[src/gcie_pkg.sv]
// ----------------------------------------------------------------------------
// gcie_pkg
// Shared constants, types and helpers of the grid cell ink extent block.
// ----------------------------------------------------------------------------
package gcie_pkg;

   localparam int GRID_CELLS      = 10;
   localparam int MAX_CELL_WIDTH  = 256;
   localparam int MAX_IMAGE_WIDTH = 4096;

   localparam int COL_W  = $clog2(MAX_IMAGE_WIDTH);
   localparam int IW_W   = COL_W + 1;
   localparam int X_W    = $clog2(MAX_CELL_WIDTH);
   localparam int CW_W   = X_W + 1;
   localparam int CELL_W = $clog2(GRID_CELLS + 1);
   localparam int CIX_W  = (GRID_CELLS > 1) ? $clog2(GRID_CELLS) : 1;
   localparam int IDX_W  = $clog2(GRID_CELLS * GRID_CELLS + 1);
   localparam int DCNT_W = $clog2(COL_W + 1);

   localparam int FIFO_DEPTH = 4;
   localparam int FIFO_AW    = $clog2(FIFO_DEPTH);

   localparam int PIXEL_W  = 8;
   localparam int IMGW_W   = 13;
   localparam int CSIZE_W  = 9;
   localparam int THR_W    = 8;
   localparam int GLYPH_W  = 7;
   localparam int CIDX_W   = 7;
   localparam int COLOUT_W = 9;

   localparam int CSR_AW = 5;
   localparam int CSR_DW = 32;

   localparam logic [IMGW_W-1:0]  IMAGE_WIDTH_RST   = IMGW_W'(640);
   localparam logic [CSIZE_W-1:0] CELL_WIDTH_RST    = CSIZE_W'(64);
   localparam logic [CSIZE_W-1:0] CELL_HEIGHT_RST   = CSIZE_W'(64);
   localparam logic [THR_W-1:0]   INK_THRESHOLD_RST = THR_W'(60);
   localparam logic [GLYPH_W-1:0] GLYPH_COUNT_RST   = GLYPH_W'(95);

   typedef enum logic [2:0] {
      REG_IMAGE_WIDTH   = 3'd0,
      REG_CELL_WIDTH    = 3'd1,
      REG_CELL_HEIGHT   = 3'd2,
      REG_INK_THRESHOLD = 3'd3,
      REG_GLYPH_COUNT   = 3'd4
   } csr_index_type;

   typedef enum logic {
      BK_RUN,
      BK_EMIT
   } back_state_type;

   typedef struct packed {
      logic [IMGW_W-1:0]  image_width;
      logic [CSIZE_W-1:0] cell_width;
      logic [CSIZE_W-1:0] cell_height;
      logic [THR_W-1:0]   ink_threshold;
      logic [GLYPH_W-1:0] glyph_count;
   } cfg_type;

   typedef struct packed {
      logic              clear;
      logic              ink;
      logic [CELL_W-1:0] cell_pos;
      logic [X_W-1:0]    x;
      logic              flush;
      logic [CELL_W-1:0] row;
   } pix_item_type;

   function automatic int clamp_size(input int v, input int hi);
      int r;
      r = v;
      if (v == 0) r = 1;
      else if (v > hi) r = hi;
      return r;
   endfunction

endpackage

[src/grid_cell_ink_extent_top.sv]
// ----------------------------------------------------------------------------
// grid_cell_ink_extent_top
// Horizontal ink extent of every cell of a fixed grid over a raster image.
// ----------------------------------------------------------------------------
// Takes one pixel per clock while the queue has room and the divider is idle.
// At the end of each cell row the result sequencer reads the per-cell extent
// registers and reports up to GRID_CELLS cells as the response side accepts
// them; a four-entry pixel queue absorbs this so intake goes on until it fills.
// A write to cell_width holds off requests while a serial divider re-derives
// the cell position of the current column.
module grid_cell_ink_extent_top (
   input  logic                            clock,
   input  logic                            reset,
   input  logic                            req_valid,
   output logic                            req_ready,
   input  logic [gcie_pkg::PIXEL_W-1:0]    req_pixel,
   input  logic                            req_frame_start,
   output logic                            rsp_valid,
   input  logic                            rsp_ready,
   output logic [gcie_pkg::CIDX_W-1:0]     rsp_cell_index,
   output logic [gcie_pkg::COLOUT_W-1:0]   rsp_first_column,
   output logic [gcie_pkg::COLOUT_W-1:0]   rsp_end_column,
   output logic                            rsp_empty_cell,
   output logic                            rsp_last_of_run,
   input  logic                            psel,
   input  logic                            penable,
   input  logic                            pwrite,
   input  logic [gcie_pkg::CSR_AW-1:0]     paddr,
   input  logic [gcie_pkg::CSR_DW-1:0]     pwdata,
   output logic [gcie_pkg::CSR_DW-1:0]     prdata,
   output logic                            pready
);
   import gcie_pkg::*;

   cfg_type       cfg_ff, cfg_in;
   csr_index_type widx;
   logic          wr_en, cw_wr;
   logic          push_valid, push_ready, pop_valid, pop_ready;
   pix_item_type  push_item, pop_item;

   assign pready = 1'b1;
   assign wr_en  = psel && penable && pwrite && pready;
   assign widx   = csr_index_type'(paddr[4:2]);
   assign cw_wr  = wr_en && (widx == REG_CELL_WIDTH);

   always_comb begin
      cfg_in = cfg_ff;
      if (wr_en) begin
         case (widx)
            REG_IMAGE_WIDTH:   cfg_in.image_width   = pwdata[IMGW_W-1:0];
            REG_CELL_WIDTH:    cfg_in.cell_width    = pwdata[CSIZE_W-1:0];
            REG_CELL_HEIGHT:   cfg_in.cell_height   = pwdata[CSIZE_W-1:0];
            REG_INK_THRESHOLD: cfg_in.ink_threshold = pwdata[THR_W-1:0];
            REG_GLYPH_COUNT:   cfg_in.glyph_count   = pwdata[GLYPH_W-1:0];
            default: begin
               cfg_in = cfg_ff;
            end
         endcase
      end
   end

   always_comb begin
      case (csr_index_type'(paddr[4:2]))
         REG_IMAGE_WIDTH:   prdata = CSR_DW'(cfg_ff.image_width);
         REG_CELL_WIDTH:    prdata = CSR_DW'(cfg_ff.cell_width);
         REG_CELL_HEIGHT:   prdata = CSR_DW'(cfg_ff.cell_height);
         REG_INK_THRESHOLD: prdata = CSR_DW'(cfg_ff.ink_threshold);
         REG_GLYPH_COUNT:   prdata = CSR_DW'(cfg_ff.glyph_count);
         default:           prdata = '0;
      endcase
   end

   always_ff @(posedge clock) begin
      if (reset) begin
         cfg_ff.image_width   <= IMAGE_WIDTH_RST;
         cfg_ff.cell_width    <= CELL_WIDTH_RST;
         cfg_ff.cell_height   <= CELL_HEIGHT_RST;
         cfg_ff.ink_threshold <= INK_THRESHOLD_RST;
         cfg_ff.glyph_count   <= GLYPH_COUNT_RST;
      end else begin
         cfg_ff <= cfg_in;
      end
   end

   gcie_front u_front (
      .clock           (clock),
      .reset           (reset),
      .cfg             (cfg_ff),
      .cw_wr           (cw_wr),
      .req_valid       (req_valid),
      .req_ready       (req_ready),
      .req_pixel       (req_pixel),
      .req_frame_start (req_frame_start),
      .push_valid      (push_valid),
      .push_ready      (push_ready),
      .push_item       (push_item)
   );

   gcie_fifo u_fifo (
      .clock      (clock),
      .reset      (reset),
      .push_valid (push_valid),
      .push_ready (push_ready),
      .push_item  (push_item),
      .pop_valid  (pop_valid),
      .pop_ready  (pop_ready),
      .pop_item   (pop_item)
   );

   gcie_back u_back (
      .clock            (clock),
      .reset            (reset),
      .glyph_count      (cfg_ff.glyph_count),
      .pop_valid        (pop_valid),
      .pop_ready        (pop_ready),
      .pop_item         (pop_item),
      .rsp_valid        (rsp_valid),
      .rsp_ready        (rsp_ready),
      .rsp_cell_index   (rsp_cell_index),
      .rsp_first_column (rsp_first_column),
      .rsp_end_column   (rsp_end_column),
      .rsp_empty_cell   (rsp_empty_cell),
      .rsp_last_of_run  (rsp_last_of_run)
   );

endmodule

[src/gcie_front.sv]
// ----------------------------------------------------------------------------
// gcie_front
// Pixel intake: raster counters, cell classification, ink test, and a
// serial divider that re-derives the cell position after a cell width write.
// ----------------------------------------------------------------------------
module gcie_front (
   input  logic                            clock,
   input  logic                            reset,
   input  gcie_pkg::cfg_type               cfg,
   input  logic                            cw_wr,
   input  logic                            req_valid,
   output logic                            req_ready,
   input  logic [gcie_pkg::PIXEL_W-1:0]    req_pixel,
   input  logic                            req_frame_start,
   output logic                            push_valid,
   input  logic                            push_ready,
   output gcie_pkg::pix_item_type          push_item
);
   import gcie_pkg::*;

   logic [COL_W-1:0]  col_ff, col_in;
   logic [X_W-1:0]    x_ff, x_in;
   logic [CELL_W-1:0] c_ff, c_in;
   logic [X_W-1:0]    row_ff, row_in;
   logic [CELL_W-1:0] crow_ff, crow_in;

   logic              busy_ff, busy_in;
   logic [DCNT_W-1:0] dcnt_ff, dcnt_in;
   logic [CW_W-1:0]   drem_ff, drem_in;
   logic [COL_W-1:0]  dq_ff, dq_in;
   logic [COL_W-1:0]  dsh_ff, dsh_in;

   logic [CW_W-1:0]   cw_eff, ch_eff;
   logic [IW_W-1:0]   iw_eff;
   logic [COL_W-1:0]  col_e;
   logic [X_W-1:0]    x_e, row_e;
   logic [CELL_W-1:0] c_e, crow_e;
   logic              accept, in_grid, in_cells, line_end, row_end;
   logic [CW_W:0]     trial;
   logic [CW_W-1:0]   rem_next;
   logic [COL_W-1:0]  q_next;

   assign cw_eff = CW_W'(clamp_size(int'(cfg.cell_width), MAX_CELL_WIDTH));
   assign ch_eff = CW_W'(clamp_size(int'(cfg.cell_height), MAX_CELL_WIDTH));
   assign iw_eff = IW_W'(clamp_size(int'(cfg.image_width), MAX_IMAGE_WIDTH));

   assign req_ready = !busy_ff && push_ready;
   assign accept    = req_valid && req_ready;

   assign col_e  = req_frame_start ? '0 : col_ff;
   assign x_e    = req_frame_start ? '0 : x_ff;
   assign c_e    = req_frame_start ? '0 : c_ff;
   assign row_e  = req_frame_start ? '0 : row_ff;
   assign crow_e = req_frame_start ? '0 : crow_ff;

   assign in_grid  = int'(crow_e) < GRID_CELLS;
   assign in_cells = int'(c_e) < GRID_CELLS;
   assign line_end = !(({1'b0, col_e} + IW_W'(1)) < iw_eff);
   assign row_end  = line_end && !(({1'b0, row_e} + CW_W'(1)) < ch_eff);

   assign push_valid         = accept && in_grid;
   assign push_item.clear    = req_frame_start;
   assign push_item.ink      = in_cells && (req_pixel > cfg.ink_threshold);
   assign push_item.cell_pos = c_e;
   assign push_item.x        = x_e;
   assign push_item.flush    = row_end;
   assign push_item.row      = crow_e;

   // restoring division step: column position by cell width
   assign trial    = {drem_ff, dsh_ff[COL_W-1]};
   assign rem_next = (trial >= {1'b0, cw_eff}) ? CW_W'(trial - {1'b0, cw_eff})
                                               : trial[CW_W-1:0];
   assign q_next   = {dq_ff[COL_W-2:0], trial >= {1'b0, cw_eff}};

   always_comb begin
      col_in  = col_ff;
      x_in    = x_ff;
      c_in    = c_ff;
      row_in  = row_ff;
      crow_in = crow_ff;
      busy_in = busy_ff;
      dcnt_in = dcnt_ff;
      drem_in = drem_ff;
      dq_in   = dq_ff;
      dsh_in  = dsh_ff;
      if (cw_wr) begin
         busy_in = 1'b1;
         dcnt_in = '0;
         drem_in = '0;
         dq_in   = '0;
         dsh_in  = col_ff;
      end else if (busy_ff) begin
         drem_in = rem_next;
         dq_in   = q_next;
         dsh_in  = {dsh_ff[COL_W-2:0], 1'b0};
         dcnt_in = dcnt_ff + DCNT_W'(1);
         if (int'(dcnt_ff) == COL_W - 1) begin
            busy_in = 1'b0;
            x_in    = rem_next[X_W-1:0];
            c_in    = (int'(q_next) >= GRID_CELLS) ? CELL_W'(GRID_CELLS)
                                                   : q_next[CELL_W-1:0];
         end
      end else if (accept && in_grid) begin
         if (!line_end) begin
            col_in = col_e + COL_W'(1);
            x_in   = x_e;
            c_in   = c_e;
            row_in = row_e;
            crow_in = crow_e;
            if (in_cells) begin
               if (({1'b0, x_e} + CW_W'(1)) >= cw_eff) begin
                  x_in = '0;
                  c_in = c_e + CELL_W'(1);
               end else begin
                  x_in = x_e + X_W'(1);
               end
            end
         end else begin
            col_in = '0;
            x_in   = '0;
            c_in   = '0;
            if (!row_end) begin
               row_in  = row_e + X_W'(1);
               crow_in = crow_e;
            end else begin
               row_in  = '0;
               crow_in = crow_e + CELL_W'(1);
            end
         end
      end
   end

   always_ff @(posedge clock) begin
      if (reset) begin
         col_ff  <= '0;
         x_ff    <= '0;
         c_ff    <= '0;
         row_ff  <= '0;
         crow_ff <= '0;
         busy_ff <= 1'b0;
         dcnt_ff <= '0;
      end else begin
         col_ff  <= col_in;
         x_ff    <= x_in;
         c_ff    <= c_in;
         row_ff  <= row_in;
         crow_ff <= crow_in;
         busy_ff <= busy_in;
         dcnt_ff <= dcnt_in;
      end
   end

   always_ff @(posedge clock) begin
      drem_ff <= drem_in;
      dq_ff   <= dq_in;
      dsh_ff  <= dsh_in;
   end

   a_cw_write_holds_intake: assert property (@(posedge clock) disable iff (reset)
      cw_wr |=> !req_ready)
      else $error("request taken while cell position is re-derived");

endmodule

[src/gcie_fifo.sv]
// ----------------------------------------------------------------------------
// gcie_fifo
// Short queue of classified pixels between intake and extent update.
// ----------------------------------------------------------------------------
module gcie_fifo (
   input  logic                   clock,
   input  logic                   reset,
   input  logic                   push_valid,
   output logic                   push_ready,
   input  gcie_pkg::pix_item_type push_item,
   output logic                   pop_valid,
   input  logic                   pop_ready,
   output gcie_pkg::pix_item_type pop_item
);
   import gcie_pkg::*;

   pix_item_type       mem_ff [FIFO_DEPTH];
   logic [FIFO_AW-1:0] wr_ff, wr_in;
   logic [FIFO_AW-1:0] rd_ff, rd_in;
   logic [FIFO_AW:0]   cnt_ff, cnt_in;
   logic               push, pop;

   assign push_ready = int'(cnt_ff) < FIFO_DEPTH;
   assign pop_valid  = cnt_ff != '0;
   assign pop_item   = mem_ff[rd_ff];
   assign push       = push_valid && push_ready;
   assign pop        = pop_valid && pop_ready;

   always_comb begin
      wr_in  = push ? ((int'(wr_ff) == FIFO_DEPTH - 1) ? '0 : wr_ff + FIFO_AW'(1)) : wr_ff;
      rd_in  = pop  ? ((int'(rd_ff) == FIFO_DEPTH - 1) ? '0 : rd_ff + FIFO_AW'(1)) : rd_ff;
      cnt_in = cnt_ff + (FIFO_AW + 1)'(push) - (FIFO_AW + 1)'(pop);
   end

   always_ff @(posedge clock) begin
      if (reset) begin
         wr_ff  <= '0;
         rd_ff  <= '0;
         cnt_ff <= '0;
      end else begin
         wr_ff  <= wr_in;
         rd_ff  <= rd_in;
         cnt_ff <= cnt_in;
      end
   end

   always_ff @(posedge clock) begin
      if (push) begin
         mem_ff[wr_ff] <= push_item;
      end
   end

   a_no_overflow: assert property (@(posedge clock) disable iff (reset)
      push_valid |-> push_ready)
      else $error("queue written while full");

   a_count_tracks: assert property (@(posedge clock) disable iff (reset)
      (push && !pop) |=> cnt_ff == $past(cnt_ff) + (FIFO_AW + 1)'(1))
      else $error("queue fill count lost a write");

endmodule

[src/gcie_back.sv]
// ----------------------------------------------------------------------------
// gcie_back
// Per-cell ink extent registers and result sequencing at each cell row end.
// ----------------------------------------------------------------------------
module gcie_back (
   input  logic                            clock,
   input  logic                            reset,
   input  logic [gcie_pkg::GLYPH_W-1:0]    glyph_count,
   input  logic                            pop_valid,
   output logic                            pop_ready,
   input  gcie_pkg::pix_item_type          pop_item,
   output logic                            rsp_valid,
   input  logic                            rsp_ready,
   output logic [gcie_pkg::CIDX_W-1:0]     rsp_cell_index,
   output logic [gcie_pkg::COLOUT_W-1:0]   rsp_first_column,
   output logic [gcie_pkg::COLOUT_W-1:0]   rsp_end_column,
   output logic                            rsp_empty_cell,
   output logic                            rsp_last_of_run
);
   import gcie_pkg::*;

   back_state_type      state_ff, state_in;
   logic [X_W-1:0]      first_ff [GRID_CELLS];
   logic [X_W-1:0]      first_in [GRID_CELLS];
   logic [X_W-1:0]      last_ff  [GRID_CELLS];
   logic [X_W-1:0]      last_in  [GRID_CELLS];
   logic [GRID_CELLS-1:0] seen_ff, seen_in;
   logic [CIX_W-1:0]    emit_ff, emit_in;
   logic [CELL_W-1:0]   row_ff, row_in;

   logic                rsp_valid_ff, rsp_valid_in;
   logic [CIDX_W-1:0]   cidx_ff, cidx_in;
   logic [COLOUT_W-1:0] first_col_ff, first_col_in;
   logic [COLOUT_W-1:0] end_col_ff, end_col_in;
   logic                empty_ff, empty_in;
   logic                lastrun_ff, lastrun_in;

   logic [IDX_W-1:0]    idx;
   logic                out_free, in_range, is_last, seen_c;
   logic [CIX_W-1:0]    c;

   assign out_free = !rsp_valid_ff || rsp_ready;
   assign idx      = IDX_W'(int'(row_ff) * GRID_CELLS + int'(emit_ff));
   assign in_range = int'(idx) < int'(glyph_count);
   assign is_last  = (int'(emit_ff) == GRID_CELLS - 1) || (int'(idx) + 1 >= int'(glyph_count));
   assign c        = pop_item.cell_pos[CIX_W-1:0];
   assign seen_c   = pop_item.clear ? 1'b0 : seen_ff[c];

   assign pop_ready = state_ff == BK_RUN;

   always_comb begin
      state_in     = state_ff;
      first_in     = first_ff;
      last_in      = last_ff;
      seen_in      = seen_ff;
      emit_in      = emit_ff;
      row_in       = row_ff;
      rsp_valid_in = rsp_valid_ff && !rsp_ready;
      cidx_in      = cidx_ff;
      first_col_in = first_col_ff;
      end_col_in   = end_col_ff;
      empty_in     = empty_ff;
      lastrun_in   = lastrun_ff;
      case (state_ff)
         BK_RUN: begin
            if (pop_valid) begin
               if (pop_item.clear) seen_in = '0;
               if (pop_item.ink) begin
                  if (!seen_c || pop_item.x < first_ff[c]) first_in[c] = pop_item.x;
                  if (!seen_c || pop_item.x > last_ff[c]) last_in[c] = pop_item.x;
                  seen_in[c] = 1'b1;
               end
               if (pop_item.flush) begin
                  row_in   = pop_item.row;
                  emit_in  = '0;
                  state_in = BK_EMIT;
               end
            end
         end
         BK_EMIT: begin
            if (!in_range) begin
               seen_in  = '0;
               state_in = BK_RUN;
            end else if (out_free) begin
               rsp_valid_in = 1'b1;
               cidx_in      = CIDX_W'(idx);
               empty_in     = !seen_ff[emit_ff];
               first_col_in = seen_ff[emit_ff] ? COLOUT_W'(first_ff[emit_ff]) : '0;
               end_col_in   = seen_ff[emit_ff] ?
                              COLOUT_W'({1'b0, last_ff[emit_ff]} + CW_W'(1)) : '0;
               lastrun_in   = is_last;
               if (is_last) begin
                  seen_in  = '0;
                  state_in = BK_RUN;
               end else begin
                  emit_in = emit_ff + CIX_W'(1);
               end
            end
         end
         default: begin
            state_in = BK_RUN;
         end
      endcase
   end

   always_ff @(posedge clock) begin
      if (reset) begin
         state_ff     <= BK_RUN;
         seen_ff      <= '0;
         rsp_valid_ff <= 1'b0;
      end else begin
         state_ff     <= state_in;
         seen_ff      <= seen_in;
         rsp_valid_ff <= rsp_valid_in;
      end
   end

   always_ff @(posedge clock) begin
      first_ff     <= first_in;
      last_ff      <= last_in;
      emit_ff      <= emit_in;
      row_ff       <= row_in;
      cidx_ff      <= cidx_in;
      first_col_ff <= first_col_in;
      end_col_ff   <= end_col_in;
      empty_ff     <= empty_in;
      lastrun_ff   <= lastrun_in;
   end

   assign rsp_valid        = rsp_valid_ff;
   assign rsp_cell_index   = cidx_ff;
   assign rsp_first_column = first_col_ff;
   assign rsp_end_column   = end_col_ff;
   assign rsp_empty_cell   = empty_ff;
   assign rsp_last_of_run  = lastrun_ff;

   a_empty_zero_columns: assert property (@(posedge clock) disable iff (reset)
      (rsp_valid_ff && empty_ff) |-> (first_col_ff == '0 && end_col_ff == '0))
      else $error("empty cell reported with nonzero columns");

endmodule
[config.mk]
export PLATFORM = sky130hd
export DESIGN_NAME = grid_cell_ink_extent_top
export DESIGN_NICKNAME = d
export VERILOG_FILES = /design/src/gcie_pkg.sv /design/src/grid_cell_ink_extent_top.sv /design/src/gcie_front.sv /design/src/gcie_fifo.sv /design/src/gcie_back.sv
export SDC_FILE = /design/constraint.sdc
export NUM_CORES = 1
export LEC_CHECK = 0
export BUFFER_PORTS_ARGS = -buffer_cell sky130_fd_sc_hd__buf_2
export CORE_MARGIN = 5
export CORE_UTILIZATION = 60
export DETAILED_ROUTE_END_ITERATION = 10
export PLACE_DENSITY = 0.78
export SLEW_MARGIN = 20
export SYNTH_ARGS = -nofsm -noshare
export SYNTH_HDL_FRONTEND = slang
export SYNTH_SLANG_ARGS = --single-unit
export TNS_END_PERCENT = 100
[constraint.sdc]
create_clock -name clock -period 5.2 [get_ports clock]
set_input_delay 0 -clock clock [delete_from_list [all_inputs] [get_ports clock]]
set_output_delay 0 -clock clock [all_outputs]
set_load 0.02 [all_outputs]
==> run metrics, run 1 <==
CTS Buffer Depth=3; # diodes=0; Final Cell Area=23600 um^2; Tot Pwr=13100 uW; nets@finish=~2000; share of layout cells above drive strength 1=0.154; routability cong.=0.930; Worst-Margin Slew=between 1 and 1.5 ns; GRT Residual Overflow=0; crit path time final=about 5 ns; Setup CP Type=reg2reg; Critical Path RT=~5.4 ns; All-Layer GR Usage=0.262; CTS tree=done; status=completed; Synth top area share=0.401; Iter 0 DRT Violations=about 1500; fill count=approximately 2400; Num CTS Buffers=43; htree depth=2; clock sinks=410; site row count=68; Post-CTS Setup Repair Bufs=0; count of final setup violators=0; die area=slightly below 40000 um^2; Mapped Area=21100 um^2; Clk Latency, worst-skew pair=between 0.5 and 0.6 ns; DR pass1 iterations=5; final count of hold timing violations=0; Final ANT Viol Nets=0; clock-pin slew on the worst setup and hold paths=approximately 0.060 ns; first-pass GRT wire length=approximately 80000 um; fin. max-slew vios=0; Synth area leaders=edfxtp_1, dfxtp_1, mux4_2; warnings from Yosys=0; Fmax achieved=~200 MHz; Synth Area per Inst=11.7 um^2; Rel. slew slack=0.289; Area Growth Syn to Fin=11.5%; DP HPWL=roughly 35000 um; Final TNS setup=0 ns; RSZ-0062 raised after global routing=no; fin crit share=0.951; CP endpoint kind=register; post-route clock skew=roughly 0.031 ns; Leak=just under 0.009 uW; vias=between 15000 and 20000; DR WL/cell=roughly 22 um; Residual DRC=0; EDFF count, synth=between 200 and 300; Initial Util=0.610; vias per inst=roughly 6.4; Crit path arrival time=just over 5 ns; most common cell after layout, fill and taps aside=edfxtp_1; critical path, cell by cell=mux4_2 -> buf_12 -> mux4_2 -> a22o_1 -> a221oi_1 -> ha_1 -> and3_1 -> nand4_1 -> o21ai_0 -> a21o_1 -> a21o_1 -> nor3_1; Peak VDD IR=~580 uV; number of distinct library cells after synthesis=approximately 70; most frequent cells in the layout=edfxtp_1, nand2_1, nor2_1; core area=34600 um^2; largest net degree at the start of global routing=68; Power Density=556 nW/um^2; HP Class=in2reg; Max Cap Violations=0; number of port buffers=72; placed inst area=22000 um^2; Max FO, Critical Path=37; synthesized flop and latch total=410; Mapped Cells=approximately 1800; Die Y=approximately 200 um; antenna violations before repair=0; CTS root buf=clkbuf_16; Critical Path Slowest Stage Cell=nor3_1; io pins=between 100 and 150; number of global-route vias before repair=~15000; Seq/Total Area, Yosys=0.522; die width=around 200 um; ys flop type=edfxtp_1; final wirelength=between 50000 and 60000 um; Worst setup SP type=register; max incr delay on CP=0.92 ns; Async S/R FF share, synth=0; area leader, netlist=edfxtp_1
-- critical path, delay by kind of cell (launching register included) --
family	cells	cell delay, ns
multiplexers	2	1.10
AND/OR/NAND/NOR	3	1.19
AO/OA/AOI/OAI	5	1.09
buffers and inverters	1	0.23
flip-flops	1	0.63
adder cells (fa/ha/maj)	1	0.31
-- worst paths after layout --
| path | from | end | slack [ns] | cells after the start |
|---|---|---|---|---|
| worst max-delay path | register | u_back.last_ff[31]$_DFFE_PP_ | 0.26 | 12 |
| worst min-delay path | req_frame_start | u_front.c_ff[0]$_SDFFE_PP0P_ | 0.08 | 4 |
| worst max register to register | register | u_back.last_ff[31]$_DFFE_PP_ | 0.26 | 12 |
| worst min register to register | u_front.col_ff[0]$_SDFFE_PP0P_ | u_front.col_ff[0]$_SDFFE_PP0P_ | 0.49 | 2 |
-- per-stage QoR --
stage               std cells  setup slack (ns)  utilization  hold WS [ns]
finish                   2371             0.256        0.680        0.0841
global placement         2276             0.469        0.634         0.218
CTS                      2371             0.208        0.679        0.0505
detailed placement       2276             0.182        0.634         0.223
floorplan                1820             0.893            -        0.0989
global route             2371            0.0145        0.680        0.0921
-- logic make-up after synthesis --
| logic type | Yosys count | synth area share |
|---|---|---|
| simple gates | 582 | 0.127 |
| fa+ha+maj | 103 | 0.0624 |
| mux | 171 | 0.132 |
| other cells | 2 | 0.000355 |
| xor+xnor | 44 | 0.0182 |
| flops | 410 | 0.522 |
| compound gates | 310 | 0.101 |
| buf+inv | 179 | 0.0375 |
-- repair_timing --
action                    4_1_cts  5_1_grt
hold endpoints to repair       56        0
hold buffers                   17        0
resized for setup               0        0
-- synthesized netlist by cell type, types with 11 or more instances --
master,number
a211o_1,13
nor2_1,152
mux2i_1,71
nand3_1,62
mux4_2,84
nor3_1,46
a32oi_1,12
nand2b_1,20
clkbuf_1,73
o21a_1,12
dfxtp_1,128
xnor2_1,23
a21oi_1,84
and2_1,14
inv_1,58
xor2_1,21
edfxtp_1,282
o21ai_0,46
a22oi_1,11
a22o_1,15
a221oi_1,18
mux2_2,14
nor2b_1,47
buf_4,23
nand2_1,190
ha_1,99
-- registers in the layout, indices dropped and copies added, names as in the netlist, 3 cells and up, named ones only --
signal / count
u_front.row_ff: 8
u_front.dcnt_ff: 4
u_front.c_ff: 4
u_front.x_ff: 8
u_front.col_ff: 12
u_front.dsh_ff: 12
u_back.last_ff: 80
u_back.rsp_end_column: 9
u_front.drem_ff: 9
u_back.emit_ff: 4
cfg_ff: 46
u_back.row_ff: 4
u_front.crow_ff: 4
u_fifo.mem_ff: 76
u_back.rsp_cell_index: 7
u_front.dq_ff: 11
u_back.seen_ff: 10
u_fifo.cnt_ff: 3
u_back.first_ff: 80
u_back.rsp_first_column: 8
-- layout make-up --
class                           instances  area [um^2]  share of cell area
Timing Repair Buffer                  136          911              0.0387
Clock buffer                           55         1160              0.0493
Inverter                               61          229             0.00972
Tap cell                              455          569              0.0242
Multi-Input combinational cell       1231         9450               0.401
Clock inverter                         23          211             0.00897
Sequential cell                       410        11000               0.468
-- metal layers --
layer / part of all wire / vias up / GRT usage
met5: 0 / - / 0
met4: 0.030 / 0 / 0.0941
met3: 0.067 / 121 / 0.0332
met2: 0.50 / 656 / 0.447
met1: 0.40 / 7438 / 0.347
li1: - / 6879 / -
-- power breakdown --
group	total [uW]	internal [uW]	switching (uW)	leakage, uW
Sequential	4580	4290	285	0.00362
Clock	3020	1740	1280	0.000675
Combinational	5510	2210	3290	0.00442
No activity file was read; power rests on OpenSTA's default activity.
==> inputs of run 2 (changes only) <==
--- a/config.mk
+++ b/config.mk
@@ -5,6 +5,7 @@
 export SDC_FILE = /design/constraint.sdc
 export NUM_CORES = 1
 export LEC_CHECK = 0
+export ABC_AREA = 1
 export BUFFER_PORTS_ARGS = -buffer_cell sky130_fd_sc_hd__buf_2
 export CORE_MARGIN = 5
 export CORE_UTILIZATION = 60
@@ -14,4 +15,3 @@
 export SYNTH_ARGS = -nofsm -noshare
 export SYNTH_HDL_FRONTEND = slang
 export SYNTH_SLANG_ARGS = --single-unit
-export TNS_END_PERCENT = 100
==> run 2 against run 1 <==
Wire length is 8.7% higher. Combinational power up 7.4%. Setup slack better by 0.43 ns. Utilization shrank 1.3 points. Power is 2.4% higher. Sequential cell count unchanged. Sequential power is 2% lower. Hold slack got worse by 0.047 ns. Count of clock-buffer cells in the layout unchanged. Design area grew 0.33%. Largest cell class unchanged. Largest power group unchanged. Highest routed layer unchanged.
==> run metrics, run 2 <==
Die Y=199 um (+0.70%); most instantiated cells after synthesis=nand2_1, edfxtp_1, o21ai_0, inv_1, nor2_1; Power Density=568 nW/um^2 (+2.1%); Regs by FF count=u_back.first_ff x80, u_back.last_ff x80, u_fifo.mem_ff x76; count of final setup violators=0 (unchanged); Final TNS setup=0 ns (unchanged); Core Util, Final=0.668 (-0.0126); Reg power frac=0.334 (-0.015); Mapped Cells=2383 (+32%); Max Cap Violations=0 (unchanged); Internal=7790 uW (-5.4%); Critical Path RT=5.38 ns (about the same); number of distinct library cells after synthesis=61 (-14%); cts repair resizes=0 (unchanged); Residual DRC=0 (unchanged); CTS tree=done; EDFF count, synth=282 (unchanged); CTS root buf=clkbuf_16; Final ANT Viol Nets=0 (unchanged); fin crit share=0.869 (-0.0818); Peak VDD IR=358 uV (-38%); io pins=115 (unchanged); synthesized flop and latch total=410 (unchanged); crit path time final=4.52 ns (-0.425 ns); HP Class=in2reg; Iter 0 DRT Violations=1597 (+10%); fill count=2799 (+16%); Rel. slew slack=0.396 (+0.107); first-pass GRT wire length=87700 um (+7.4%); Max FO, Critical Path=34 (-8.1%); Setup CP Type=reg2reg; Worst setup SP type=register; Synth top area share=0.395 (-0.00584); Clk Latency, worst-skew pair=0.55 ns (-0.03 ns); warnings from Yosys=0 (unchanged); most common cell after layout, fill and taps aside=nand2_1; status=completed; Synth area leaders=edfxtp_1, dfxtp_1, nand2_1; vias=17700 (+17%); share of layout cells above drive strength 1=0.100 (-0.0541); final count of hold timing violations=0 (unchanged); die width=199 um (+0.70%); htree depth=2 (unchanged); routability cong.=0.932 (+0.21%); Comb power frac=0.441 (+0.021); Async S/R FF share, synth=0 (unchanged); Seq/Total Area, Yosys=0.514 (-0.00761); clock-pin slew on the worst setup and hold paths=0.06 ns (about the same); Fmax achieved=221 MHz (+9.4%); switching pwr=5620 uW (+16%); Num CTS Buffers=43 (unchanged); area leader, netlist=edfxtp_1; most frequent cells in the layout=nand2_1, edfxtp_1, o21ai_0; number of port buffers=72 (unchanged); Leak=0.00954 uW (+9.4%); core area=35400 um^2 (+2.2%); Hold Startpoint=reset; largest net degree at the start of global routing=64 (-5.9%); number of global-route vias before repair=17100 (+14%); Clk pwr share=0.224 (-0.006); post-route clock skew=0.0164 ns (-0.0148 ns); clock sinks=410 (unchanged); nets@finish=2603 (+28%); final wirelength=55700 um (+8.7%); All-Layer GR Usage=0.275 (+0.0136); fin. max-slew vios=0 (unchanged); DR pass1 iterations=6 (+1); # diodes=0 (unchanged); ys flop type=edfxtp_1; Initial Util=0.606 (-0.00441); GRT Residual Overflow=0 (unchanged); DP HPWL=37400 um (+8.1%); site row count=69 (+1.5%); most frequent cell after synthesis=nand2_1; Sw Ratio=0.419 (+0.0483); die area=39600 um^2 (+1.4%); Worst-Margin Slew=0.904 ns (-0.155 ns); CTS Buffer Depth=3 (unchanged); RSZ-0062 raised after global routing=no; vias per inst=6.01 (-5.6%); Synth Area per Inst=9.00 um^2 (-23%); CP endpoint kind=register; DR WL/cell=18.9 um (-12%); Area Growth Syn to Fin=10.2%; Mapped Area=21500 um^2 (+1.5%); Crit path arrival time=4.70 ns (-0.43 ns); antenna violations before repair=0 (unchanged)
run 2: layer usage:
| layer | vias up | wire length (um) | global-route usage |
|---|---|---|---|
| met1 | 8282 | 21500 | 0.351 |
| met3 | 193 | 4460 | 0.0368 |
| li1 | 8358 | - | - |
| met2 | 836 | 27000 | 0.470 |
| met5 | - | 0 | 0 |
| met4 | 0 | 2770 | 0.128 |
run 2: cell type report:
class,count,area [um^2],share of cell area
sequential,410,11000,0.467
multi-input combinational,1597,8850,0.374
inverter,273,1030,0.0436
timing repair buffer,122,771,0.0326
tap,461,577,0.0244
clock inverter,23,195,0.00826
clock buffer,55,1190,0.0504
run 2: path summary, 6_finish.rpt:
check        cells past startpoint  slack [ns]                              end
min reg2reg                      2        0.47  u_front.crow_ff[3]$_SDFFE_PP0P_
max                             15        0.68    u_back.first_ff[18]$_DFFE_PP_
max reg2reg                     15        0.68    u_back.first_ff[18]$_DFFE_PP_
min                              3        0.04      u_fifo.cnt_ff[0]$_SDFF_PP0_
run 2: repair_timing:
item | 4_1_cts | 5_1_grt
hold buffers | 14 | 0
endpoints found under the hold margin | 48 | 0
setup buffers | 0 | 0
run 2: worst max-delay path, cell delays in order (launching register included):
cell	delay (ns)
dfxtp_1	0.48
inv_4	0.32
nand3_2	0.18
nand2_4	0.15
nand2_2	0.08
inv_2	0.63
nand2_4	0.21
inv_2	0.24
a22oi_1	0.12
o211a_1	0.16
ha_1	0.29
nand2_1	0.09
nor2_1	0.05
a211oi_1	0.32
nand2_4	0.20
a21oi_2	0.61
run 2: cells by family after synthesis:
| group | synth area share |
|---|---|
| AOI/OAI and AO/OA | 0.173 |
| xor gates and xnor gates | 0.0126 |
| adders and majority gates | 0.0615 |
| buffers and inverters | 0.0777 |
| DFF | 0.514 |
| muxes | 0.00280 |
| other | 0.000350 |
| and+or+nand+nor | 0.158 |
run 2: through the flow:
stage / instance area [um^2] / cells / setup WS [ns] / hold slack (ns) / power (uW)
3_3_place_gp: 22100 / 2849 / 0.887 / 0.216 / 10100
6_report: 23600 / 2941 / 0.681 / 0.0373 / 13400
3_5_place_dp: 22100 / 2849 / 0.767 / 0.221 / 10300
4_1_cts: 23600 / 2941 / 0.717 / 0.0109 / 13300
2_1_floorplan: 21500 / 2402 / 0.0926 / 0.0989 / 8680
5_1_grt: 23600 / 2941 / 0.358 / 0.0398 / 14300
run 2: power groups by stage:
stage | clock [uW] | combinational [uW] | sequential, uW
6_report | 3010 | 5920 | 4490
5_1_grt | 3190 | 6540 | 4530
4_1_cts | 3040 | 5830 | 4480
3_5_place_dp | 0 | 5750 | 4540
3_3_place_gp | 0 | 5560 | 4520
2_1_floorplan | 0 | 4130 | 4550
==> inputs of run 3 (changes only) <==
--- a/config.mk
+++ b/config.mk
@@ -9,6 +9,7 @@
 export BUFFER_PORTS_ARGS = -buffer_cell sky130_fd_sc_hd__buf_2
 export CORE_MARGIN = 5
 export CORE_UTILIZATION = 60
+export CTS_BUF_LIST = sky130_fd_sc_hd__clkbuf_4 sky130_fd_sc_hd__clkbuf_8
 export DETAILED_ROUTE_END_ITERATION = 10
 export PLACE_DENSITY = 0.78
 export SLEW_MARGIN = 20
==> run 3 against run 2 <==
Register-to-register slack got worse by 0.02 ns. Hold slack improved by 0.022 ns. Critical path depth rose by 2. Via count rose by 0.59%. Sequential share of layout area fell by 0.074 points. Largest power group unchanged.
==> run metrics, run 3 (same netlist as run 2, synthesis figures left out) <==
Max FO, Critical Path=34 (unchanged); Critical Path RT=5.43 ns (+0.05 ns); clock-pin slew on the worst setup and hold paths=0.07 ns (about the same); most frequent cells in the layout=nand2_1, edfxtp_1, o21ai_0; Core Util, Final=0.669 (+0.00106); CTS tree=done; # diodes=0 (unchanged); Crit path depth=17 (+2); Worst-Margin Slew=0.930 ns (+0.0261 ns); Tot Pwr=13300 uW (-0.77%); CP endpoint kind=register; Fmax achieved=220 MHz (-0.55%); number of port buffers=72 (unchanged); routability cong.=0.932 (unchanged); final wirelength=55400 um (-0.45%); Residual DRC=0 (unchanged); Final ANT Viol Nets=0 (unchanged); largest net degree at the start of global routing=64 (unchanged); CTS Buffer Depth=3 (unchanged); CP Capture Point=u_back.last_ff[29]$_DFFE_PP_; number of global-route vias before repair=17200 (+0.54%); Iter 0 DRT Violations=1680 (+5.2%); Peak VDD IR=343 uV (-4.1%); sequential cell area=11000 um^2 (unchanged); Reg-to-Reg End=u_back.last_ff[29]$_DFFE_PP_; vias=17800 (+0.59%); fin. max-slew vios=0 (unchanged); die width=199 um (unchanged); max incr delay on CP=0.63 ns (about the same); share of layout cells above drive strength 1=0.116 (+0.0151); count of final setup violators=0 (unchanged); Max Cap Violations=0 (unchanged); CP bufs+invs=4 (+1); reg2reg setup slack=0.66 ns (-0.02 ns); Crit path arrival time=4.78 ns (+0.08 ns); final count of hold timing violations=0 (unchanged); Rel. slew slack=0.380 (-0.0160); Worst setup SP type=register; DR WL/cell=18.5 um (-2.0%); Initial Util=0.606 (unchanged); Leak=0.00962 uW (+0.84%); Area Growth Syn to Fin=10.4%; GRT Residual Overflow=0 (unchanged); crit path time final=4.54 ns (+0.0248 ns); reg2reg path depth=17 (+2); first-pass GRT wire length=87100 um (-0.61%); Clk Latency, worst-skew pair=0.61 ns (+0.06 ns); fin crit share=0.874 (+0.00477); core area=35400 um^2 (unchanged); Regs by FF count=u_back.first_ff x80, u_back.last_ff x80, u_fifo.mem_ff x76; post-route clock skew=0.0315 ns (+0.0151 ns); HP Class=in2reg; RSZ-0062 raised after global routing=no; multi-input logic area=8850 um^2 (unchanged); clock sinks=410 (unchanged); cts repair resizes=0 (unchanged); DR pass1 iterations=7 (+1); Critical Path Slowest Stage Cell=inv_2; fill count=2787 (-0.43%); CP delay by family, top=buffers and inverters; site row count=69 (unchanged); All-Layer GR Usage=0.274 (-0.00106); critical path, cell by cell=inv_4 -> nand3_2 -> nand2_4 -> nand2_2 -> inv_2 -> nand2_4 -> inv_2 -> a22oi_1 -> o211a_1 -> ha_1 -> a21oi_1 -> o21a_1 -> o221ai_1 -> o21ai_0 -> nand2_2 -> nand3_1 -> inv_1; Setup CP Type=reg2reg; Power Density=562 nW/um^2 (-0.92%); die area=39600 um^2 (unchanged); Num CTS Buffers=68 (+58%); vias per inst=5.95 (-0.99%); antenna violations before repair=0 (unchanged); most common cell after layout, fill and taps aside=nand2_1; Die Y=199 um (unchanged); htree depth=3 (+1); CTS root buf=clkbuf_8; nets@finish=2630 (+1.0%); Final TNS setup=0 ns (unchanged); DP HPWL=37400 um (unchanged); io pins=115 (unchanged); status=completed
-- run 3: changes by cell type in the layout (fill, tap and decap cells not counted), sizes merged --
cell / change
clkinv: +8
dlygate4sd3: +2
clkbuf: +39
inv: +1
clkinvlp: -3
-- run 3: worst min-delay path by stage --
stage,startpoint,endpoint,slack (ns),cells after the start
floorplan,req_frame_start,u_fifo.mem_ff[0][18]$_DFFE_PP_,0.1,0
global placement,pwdata[9],cfg_ff[42]$_SDFFE_PP1P_,0.22,3
detailed placement,pwdata[9],cfg_ff[42]$_SDFFE_PP1P_,0.22,3
CTS,paddr[4],cfg_ff[30]$_SDFFE_PP1P_,0.02,6
global route,req_frame_start,u_fifo.mem_ff[1][18]$_DFFE_PP_,0.05,2
finish,paddr[4],cfg_ff[30]$_SDFFE_PP1P_,0.06,6
-- run 3: worst reg2reg max path, cell delays in order, from the launching register on --
cell      delay (ns)
dfxtp_1         0.49
inv_4           0.32
nand3_2         0.19
nand2_4         0.14
nand2_2         0.08
inv_2           0.63
nand2_4         0.22
inv_2           0.25
a22oi_1         0.17
o211a_1         0.16
ha_1            0.29
a21oi_1         0.07
o21a_1          0.17
o221ai_1        0.12
o21ai_0         0.15
nand2_2         0.22
nand3_1         0.10
inv_1           0.40
-- run 3: layout make-up --
class,instances,area share
Multi-Input combinational cell,1597,0.374
Tap cell,461,0.0244
Sequential cell,410,0.466
Inverter,273,0.0435
Clock buffer,94,0.0509
Timing Repair Buffer,124,0.0334
Clock inverter,29,0.00835
-- run 3: through the flow --
stage / area [um^2] / worst slack [ns] / hold WS [ns] / cells
floorplan: 21500 / 0.0926 / 0.0989 / 2402
global placement: 22100 / 0.887 / 0.216 / 2849
detailed placement: 22100 / 0.767 / 0.221 / 2849
CTS: 23700 / 0.737 / 0.0232 / 2988
global route: 23700 / 0.334 / 0.0540 / 2988
finish: 23700 / 0.656 / 0.0594 / 2988
-- run 3: timing repair --
action,CTS,global route
endpoints found under the hold margin,68,0
buffers inserted,0,0
hold buffers,16,0
-- run 3: metal layers --
| layer | up-vias | wire [um] | GRT usage | part of all wire |
|---|---|---|---|---|
| met5 | - | 0 | 0 | 0 |
| met4 | 0 | 2390 | 0.124 | 0.043 |
| met3 | 170 | 4490 | 0.0410 | 0.081 |
| met2 | 869 | 27100 | 0.471 | 0.49 |
| met1 | 8313 | 21400 | 0.345 | 0.39 |
| li1 | 8421 | - | - | - |
-- run 3: where the power goes --
part	total, uW	switching (uW)	internal [uW]
clock	2930	1320	1610
sequential	4480	242	4240
combinational	5900	4070	1820
total	13300	5640	7680
